## src/design/bcdac_pkg.sv

```systemverilog
// Package with the word types and view codes of the BCD alarm clock display controller.
package bcdac_pkg;

    localparam int DIGIT_COUNT = 6;

    localparam logic [1:0] VIEW_TIME  = 2'd0;
    localparam logic [1:0] VIEW_DATE  = 2'd1;
    localparam logic [1:0] VIEW_ALARM = 2'd2;

    localparam logic [4:0] HOURS_PER_DAY   = 5'd24;
    localparam logic [5:0] MINUTES_PER_HOUR = 6'd60;

    typedef struct packed {
        logic       set_mode;
        logic       button_one;
        logic       button_two;
        logic [7:0] rtc_seconds;
        logic [7:0] rtc_minutes;
        logic [7:0] rtc_hours;
        logic [7:0] rtc_day_of_month;
        logic [7:0] rtc_month;
        logic [7:0] rtc_year;
    } in_word_t;

    typedef struct packed {
        logic [3:0] digit_zero;
        logic [3:0] digit_one;
        logic [3:0] digit_two;
        logic [3:0] digit_three;
        logic [3:0] digit_four;
        logic [3:0] digit_five;
        logic [1:0] view_kind;
        logic       chime;
    } out_word_t;

endpackage

```

## src/design/bcd_alarm_clock_display_ctrl.sv

```systemverilog
// Top level of the BCD alarm clock display controller: input, update and result registers.
//
// Usage:
//   The s_ channel takes one word per main-loop pass: the mode switch, the two
//   button levels and the six packed BCD clock bytes. The m_ channel returns
//   exactly one word per input word: six display digits, the view kind and the
//   chime flag, in input order.
//   The edge that accepts the input word loads the input register; the result
//   register loads from it as soon as it is free, and m_valid rises with it.
//   Throughput is one word per cycle while the receiver does not stall; the
//   display, alarm and button state are updated by combinational logic between
//   the two registers, so the next word follows immediately.
//   When the receiver stalls, the result register holds its word, the input
//   register fills behind it, and s_ready drops only when both are occupied.
//   Reset (aresetn low, synchronous) empties both registers and clears the
//   digit store, the alarm time and the button tracking state.
module bcd_alarm_clock_display_ctrl
    import bcdac_pkg::*;
(
    input  logic      aclk,
    input  logic      aresetn,
    input  logic      s_valid,
    output logic      s_ready,
    input  in_word_t  s_data,
    output logic      m_valid,
    input  logic      m_ready,
    output out_word_t m_data
);

    logic       in_valid_reg;
    in_word_t   in_data_reg;
    logic       out_valid_reg;
    out_word_t  out_data_reg;

    logic [3:0] digit_reg [DIGIT_COUNT];
    logic [3:0] digit_next [DIGIT_COUNT];
    logic [4:0] alarm_hour_reg, alarm_hour_next;
    logic [5:0] alarm_minute_reg, alarm_minute_next;
    logic       b1_prev_reg, b1_prev_next;
    logic       b1_toggle_reg, b1_toggle_next;
    logic       b2_prev_reg, b2_prev_next;
    logic       b2_toggle_reg, b2_toggle_next;

    logic       out_free;
    logic       advance;
    logic [1:0] view_next;
    logic       chime_next;
    logic [7:0] shown_hour;
    logic [7:0] shown_minute;
    logic       top_of_hour;
    logic       alarm_hit;
    logic [3:0] hour_tens, hour_units;
    logic [3:0] minute_tens, minute_units;

    assign out_free = !out_valid_reg || m_ready;
    assign advance  = in_valid_reg && out_free;
    assign s_ready  = !in_valid_reg || out_free;
    assign m_valid  = out_valid_reg;
    assign m_data   = out_data_reg;

    // Splits a binary value below 60 into decimal tens and units by compares.
    function automatic logic [7:0] to_decimal(input logic [5:0] value);
        logic [3:0] tens;
        logic [5:0] rest;
        begin
            if (value >= 6'd50) begin
                tens = 4'd5;
                rest = value - 6'd50;
            end else if (value >= 6'd40) begin
                tens = 4'd4;
                rest = value - 6'd40;
            end else if (value >= 6'd30) begin
                tens = 4'd3;
                rest = value - 6'd30;
            end else if (value >= 6'd20) begin
                tens = 4'd2;
                rest = value - 6'd20;
            end else if (value >= 6'd10) begin
                tens = 4'd1;
                rest = value - 6'd10;
            end else begin
                tens = 4'd0;
                rest = value;
            end
            to_decimal = {tens, rest[3:0]};
        end
    endfunction

    always_comb begin
        digit_next        = digit_reg;
        alarm_hour_next   = alarm_hour_reg;
        alarm_minute_next = alarm_minute_reg;
        b1_prev_next      = b1_prev_reg;
        b1_toggle_next    = b1_toggle_reg;
        b2_prev_next      = b2_prev_reg;
        b2_toggle_next    = b2_toggle_reg;
        view_next         = VIEW_TIME;
        hour_tens         = 4'd0;
        hour_units        = 4'd0;
        minute_tens       = 4'd0;
        minute_units      = 4'd0;

        if (!in_data_reg.set_mode) begin
            if (in_data_reg.button_one && in_data_reg.button_two) begin
                digit_next[0] = in_data_reg.rtc_hours[7:4];
                digit_next[1] = in_data_reg.rtc_hours[3:0];
                digit_next[2] = in_data_reg.rtc_minutes[7:4];
                digit_next[3] = in_data_reg.rtc_minutes[3:0];
                digit_next[4] = in_data_reg.rtc_seconds[7:4];
                digit_next[5] = in_data_reg.rtc_seconds[3:0];
                view_next     = VIEW_TIME;
            end else if (!in_data_reg.button_one) begin
                digit_next[0] = in_data_reg.rtc_month[7:4];
                digit_next[1] = in_data_reg.rtc_month[3:0];
                digit_next[2] = in_data_reg.rtc_day_of_month[7:4];
                digit_next[3] = in_data_reg.rtc_day_of_month[3:0];
                view_next     = VIEW_DATE;
            end else begin
                digit_next[0] = 4'd2;
                digit_next[1] = 4'd0;
                digit_next[2] = in_data_reg.rtc_year[7:4];
                digit_next[3] = in_data_reg.rtc_year[3:0];
                view_next     = VIEW_DATE;
            end
        end else begin
            // Two level changes of a button make one step of the alarm time.
            if (in_data_reg.button_one != b1_prev_reg) begin
                b1_prev_next   = in_data_reg.button_one;
                b1_toggle_next = !b1_toggle_reg;
                if (b1_toggle_reg) begin
                    alarm_hour_next = (alarm_hour_reg + 5'd1 >= HOURS_PER_DAY) ?
                                      5'd0 : alarm_hour_reg + 5'd1;
                end
            end else if (in_data_reg.button_two != b2_prev_reg) begin
                b2_prev_next   = in_data_reg.button_two;
                b2_toggle_next = !b2_toggle_reg;
                if (b2_toggle_reg) begin
                    alarm_minute_next = (alarm_minute_reg + 6'd1 >= MINUTES_PER_HOUR) ?
                                        6'd0 : alarm_minute_reg + 6'd1;
                end
            end
            {hour_tens, hour_units}     = to_decimal({1'b0, alarm_hour_next});
            {minute_tens, minute_units} = to_decimal(alarm_minute_next);
            digit_next[0] = hour_tens;
            digit_next[1] = hour_units;
            digit_next[2] = minute_tens;
            digit_next[3] = minute_units;
            view_next     = VIEW_ALARM;
        end
    end

    // The chime looks at the digits after this word's update.
    assign shown_hour   = {1'b0, digit_next[0], 3'b000} + {3'b000, digit_next[0], 1'b0}
                        + {4'b0000, digit_next[1]};
    assign shown_minute = {1'b0, digit_next[2], 3'b000} + {3'b000, digit_next[2], 1'b0}
                        + {4'b0000, digit_next[3]};
    assign top_of_hour  = (digit_next[2] == 4'd0) && (digit_next[3] == 4'd0)
                        && (digit_next[4] == 4'd0) && (digit_next[5] < 4'd2);
    assign alarm_hit    = (shown_hour == {3'b000, alarm_hour_reg})
                        && (shown_minute == {2'b00, alarm_minute_reg})
                        && (digit_next[4] == 4'd0) && (digit_next[5] < 4'd2);
    assign chime_next   = !in_data_reg.set_mode && (top_of_hour || alarm_hit);

    always_ff @(posedge aclk) begin
        if (!aresetn) begin
            in_valid_reg     <= 1'b0;
            out_valid_reg    <= 1'b0;
            alarm_hour_reg   <= 5'd0;
            alarm_minute_reg <= 6'd0;
            b1_prev_reg      <= 1'b0;
            b1_toggle_reg    <= 1'b0;
            b2_prev_reg      <= 1'b0;
            b2_toggle_reg    <= 1'b0;
            for (int i = 0; i < DIGIT_COUNT; i++) begin
                digit_reg[i] <= 4'd0;
            end
        end else begin
            if (s_ready) begin
                in_valid_reg <= s_valid;
            end
            if (out_free) begin
                out_valid_reg <= in_valid_reg;
            end
            if (advance) begin
                alarm_hour_reg   <= alarm_hour_next;
                alarm_minute_reg <= alarm_minute_next;
                b1_prev_reg      <= b1_prev_next;
                b1_toggle_reg    <= b1_toggle_next;
                b2_prev_reg      <= b2_prev_next;
                b2_toggle_reg    <= b2_toggle_next;
                for (int i = 0; i < DIGIT_COUNT; i++) begin
                    digit_reg[i] <= digit_next[i];
                end
            end
        end
    end

    always_ff @(posedge aclk) begin
        if (s_ready && s_valid) begin
            in_data_reg <= s_data;
        end
        if (advance) begin
            out_data_reg.digit_zero  <= digit_next[0];
            out_data_reg.digit_one   <= digit_next[1];
            out_data_reg.digit_two   <= digit_next[2];
            out_data_reg.digit_three <= digit_next[3];
            out_data_reg.digit_four  <= digit_next[4];
            out_data_reg.digit_five  <= digit_next[5];
            out_data_reg.view_kind   <= view_next;
            out_data_reg.chime       <= chime_next;
        end
    end

`ifndef SYNTHESIS
    a_alarm_hour_range : assert property (@(posedge aclk) disable iff (!aresetn)
        alarm_hour_reg < HOURS_PER_DAY)
        else $error("alarm hour out of range");

    a_alarm_minute_range : assert property (@(posedge aclk) disable iff (!aresetn)
        alarm_minute_reg < MINUTES_PER_HOUR)
        else $error("alarm minute out of range");

    a_no_chime_in_set : assert property (@(posedge aclk) disable iff (!aresetn)
        m_valid && (m_data.view_kind == VIEW_ALARM) |-> !m_data.chime)
        else $error("chime raised in alarm setting view");

    a_alarm_digits : assert property (@(posedge aclk) disable iff (!aresetn)
        m_valid && (m_data.view_kind == VIEW_ALARM)
        |-> (m_data.digit_zero <= 4'd2) && (m_data.digit_two <= 4'd5))
        else $error("alarm view shows digits beyond the alarm range");

    a_state_holds_on_stall : assert property (@(posedge aclk) disable iff (!aresetn)
        !advance |=> $stable(alarm_hour_reg) && $stable(alarm_minute_reg))
        else $error("alarm time changed without a word moving");
`endif

endmodule
```

## config.mk

```make
export PLATFORM = sky130hd
export DESIGN_NAME = bcd_alarm_clock_display_ctrl
export DESIGN_NICKNAME = d
export VERILOG_FILES = /design/src/design/bcdac_pkg.sv /design/src/design/bcd_alarm_clock_display_ctrl.sv
export SDC_FILE = /design/constraint.sdc
export NUM_CORES = 1
export LEC_CHECK = 0
export BUFFER_PORTS_ARGS = -buffer_cell sky130_fd_sc_hd__buf_2
export CORE_ASPECT_RATIO = 1.25
export CORE_UTILIZATION = 42
export CTS_CLUSTER_DIAMETER = 60
export DETAILED_ROUTE_END_ITERATION = 10
export PLACE_DENSITY_LB_ADDON = 0.15
export SYNTH_ARGS = -nofsm -noshare
export SYNTH_HDL_FRONTEND = slang
export SYNTH_SLANG_ARGS = --single-unit
```

## constraint.sdc

```tcl
create_clock -name aclk -period 5.2 [get_ports aclk]
set_input_delay 1.3 -clock aclk [delete_from_list [all_inputs] [get_ports aclk]]
set_output_delay 1.3 -clock aclk [all_outputs]
set_load 0.01 [all_outputs]
```

==> key figures <==
Hold path
  – Class of the tightest hold or removal check: flop to flop
  – Hold Crit Depth: 1
  – Hold Startpoint: digit_reg[6]$_SDFFE_PN0P_
  – Hold Path Sink: digit_reg[6]$_SDFFE_PN0P_

Synthesis
  – Syn Inst Count: 531
  – Post-synth EDFFs: 78
  – Yosys reg bits: 103
  – Synth async-reset ratio: 0%
  – Main synth FF type: edfxtp_1
  – Syn Nets: just over 600
  – Distinct cells, synth: a little under 80
  – Synth warn: 0
  – Sequential area share after synthesis: 48.6%
  – Cell area after synthesis: 0.00585 sq mm
  – Syn Area/Cell: roughly 11 sq um

Run
  – # Max-Cap Violations: 0

Setup path
  – CP max FO: 4
  – Arr. time, crit path: 5.06 ns
  – R2r worst-path depth: 25
  – RR Endpoint: m_data[0]$_DFFE_PP_
  – Slowest stage delay, CP: 0.61 ns
  – CP startpoint kind: flop
  – Kind of critical path: flop to flop
  – WP data required: ~5.3 ns
  – Critical Path End Type: flop
  – Critical path buffers and inverters: 4
  – Worst reg2reg path startpoint: in_data_reg[48]$_DFFE_PP_
  – Worst R2R Setup Slack: 0.24 ns
  – Cell family with most CP delay: compound AO/OA/AOI/OAI gates
  – Slowest CP cell: fa_2

Global route
  – Vias in the first global route: 4287
  – Met1 Usage GRT: 25.6%
  – GR Util met3: 4.52%
  – Global-route wire length before repair: 22200 um
  – Met2 Resource Use GR: 33.5%
  – All-layer global routing usage: 20.0%
  – Largest net degree at the start of global routing: 52
  – Grt total ovfl: 0
  – Initial antenna violation count: 0
  – GRT busiest layer: met2

Clocking
  – H-Tree Depth: 3
  – Worst-Skew Late Latency: 0.35 ns
  – Clk sinks: 103
  – CTS tree: yes
  – Clock buffer depth: 2
  – Clock-pin slew on the worst setup and hold paths: 0.08 ns
  – TritonCTS buffer count: 9
  – CTS Hold Bufs: 0
  – Root Buffer: clkbuf_16

Placed design
  – Post-placement cell area: 0.00654 sq mm
  – IO buf count: 83
  – Routability cong.: 0.858
  – Inst Count DP: 782
  – Post-DP HPWL: 10300 um

Pwr
  – Leakage: 0.00295 uW
  – PD cells: 271 mW/mm^2
  – Logic pwr share: 12.7%
  – Internal power: 1380 uW
  – Peak supply drop: 0.187 mV
  – Switch share: 26.3%
  – Clock power share: a little under two fifths
  – Switching pwr: between 400 and 500 uW
  – Sequential Power Share: 50.6%

Die
  – Initial core utilization: between 40% and 50%
  – Die height: 134 um
  – I/O pins: between 80 and 90
  – Die ar.: 0.0144 sq mm
  – Core area: between 0.01 and 0.015 sq mm
  – Std-Cell Rows: 47
  – Die Width: 108 um

STA
  – Final Max Tran Viols: 0
  – Min Tclk post-route: 4.96 ns
  – Highest clock rate: 202 MHz
  – Rel. slew slack: ~22%
  – Hold Fails Final Rpt: 0
  – Period utilization: 95.3%
  – Setup TNS: 0 ns
  – Final Skew: around 0.013 ns
  – Endpoints failing setup: 0
  – Worst-Margin Slew: 1.16 ns

Outcome
  – Outcome: finished clean

Cells and area
  – Inserted Diodes: 0
  – Final net count: roughly 710
  – Share of post-route cells with drive strength above 1: 25.7%
  – Largest register FFs: 51
  – Area growth syn-to-layout: 18.1%
  – Layout Cell Area excl Fill: 0.00692 sq mm
  – Non-Filler Instances: roughly 800

Detailed routing
  – Vias: 4342
  – Iteration-0 DRC Markers: 199
  – Detail Route Antenna Nets: 0
  – WL final: 13800 um
  – Vias per inst: 5.42
  – DR WL/cell: 17.3 um
  – TritonRoute pass-1 iters: 4
  – # DRC: 0
## per-stage QoR
step	util (%)	power [uW]	worst slack (ns)	hold WS [ns]
floorplan	-	1120	0.0185	0.472
global placement	48.7	1200	0.110	0.479
detailed placement	48.7	1210	0.0206	0.488
CTS	51.1	1890	0.0272	0.512
global route	51.6	1960	-0.0367	0.530
finish	51.6	1870	0.242	0.513
## power groups by stage
stage               registers, uW  clock network [uW]  logic (uW)
detailed placement            968                   0         237
CTS                           949                 705         239
floorplan                     969                   0         155
finish                        949                 687         238
global placement              967                   0         233
global route                  954                 737         267
## cells in the mapped netlist, drive strengths merged (5+ instances only)
| master | n | area (sq um) |
|---|---|---|
| nand2 | 52 | 198 |
| a21boi | 10 | 75.1 |
| nor2 | 27 | 104 |
| nand3 | 10 | 62.6 |
| ha | 28 | 350 |
| xor2 | 7 | 61.3 |
| o21ai | 23 | 115 |
| nor3 | 8 | 45.0 |
| a21oi | 20 | 115 |
| clkbuf | 11 | 41.3 |
| a22oi | 6 | 45.0 |
| buf | 18 | 135 |
| dfxtp | 25 | 500 |
| o211a | 13 | 130 |
| a31oi | 6 | 37.5 |
| mux2i | 23 | 230 |
| nand2b | 5 | 31.3 |
| a21o | 7 | 52.6 |
| xnor2 | 17 | 156 |
| or3 | 7 | 43.8 |
| and3 | 5 | 36.3 |
| inv | 31 | 116 |
| edfxtp | 78 | 2340 |
| o21a | 5 | 37.5 |
| nor2b | 12 | 75.1 |
| a211oi | 8 | 60.1 |
| and2 | 11 | 71.3 |
## cell families (layout without fill, tap and decap cells)
group / count (synthesis) / in the layout / share of synthesized area [%]
and+or+nand+nor: 155 / 155 / 13.7
AOI/OAI and AO/OA: 130 / 130 / 16.8
DFF: 103 / 103 / 48.6
buffers and inverters: 60 / 159 / 5.00
adders and majority gates: 32 / 32 / 7.35
muxes: 27 / 27 / 4.83
xor gates and xnor gates: 24 / 24 / 3.72
## metal layers
metal | wire (um) | part of all wire [%] | up-vias
li1 | - | - | 2142
met1 | 6030 | 44 | 2084
met2 | 6870 | 50 | 98
met3 | 697 | 5.0 | 18
met4 | 223 | 1.6 | 0
met5 | 0 | 0 | -
## layout by cell type, fill, tap and decap left out, drive strengths merged, types with 3 or more instances in the layout
| cell | count |
|---|---|
| buf | 112 |
| edfxtp | 78 |
| nand2 | 52 |
| inv | 34 |
| ha | 28 |
| nor2 | 27 |
| dfxtp | 25 |
| mux2i | 23 |
| o21ai | 23 |
| a21oi | 20 |
| xnor2 | 17 |
| o211a | 13 |
| nor2b | 12 |
| and2 | 11 |
| nand3 | 10 |
| a21boi | 10 |
| clkbuf | 9 |
| nor3 | 8 |
| a211oi | 8 |
| or3 | 7 |
| a21o | 7 |
| xor2 | 7 |
| a22oi | 6 |
| a31oi | 6 |
| nand2b | 5 |
| o21a | 5 |
| and3 | 5 |
| o22ai | 4 |
| mux2 | 4 |
| fa | 4 |
| clkinv | 4 |
| nor4 | 3 |
| and3b | 3 |
| a41oi | 3 |
| a31o | 3 |
| a2111oi | 3 |
## repair_timing
action                                  4_1_cts  5_1_grt
buffers inserted                              0        3
endpoints found under the setup margin        0        1
gates resized for setup                       0       17
## worst max path at each step
stage                                           startpoint                   to  slack [ns]  cells after the start
after floorplan                  in_data_reg[49]$_DFFE_PP_  m_data[0]$_DFFE_PP_        0.02                     25
after detailed placement         in_data_reg[48]$_DFFE_PP_  m_data[0]$_DFFE_PP_        0.02                     23
after global routing      alarm_minute_reg[0]$_SDFFE_PN0P_  m_data[0]$_DFFE_PP_       -0.04                     26
final                            in_data_reg[48]$_DFFE_PP_  m_data[0]$_DFFE_PP_        0.24                     25
after CTS                        in_data_reg[48]$_DFFE_PP_  m_data[0]$_DFFE_PP_        0.03                     23
after global placement    alarm_minute_reg[1]$_SDFFE_PN0P_  m_data[0]$_DFFE_PP_        0.11                     23
## area by class of cell
class / count / area, sq um
clock buffers: 9 / 225
clock inverters: 7 / 83.8
fillers: 1257 / 6490
inverters: 31 / 116
multi-input cells: 368 / 2780
flip-flops and latches: 103 / 2850
well taps: 171 / 214
repair buffers: 112 / 649
Power figures use the tool's default switching activity.
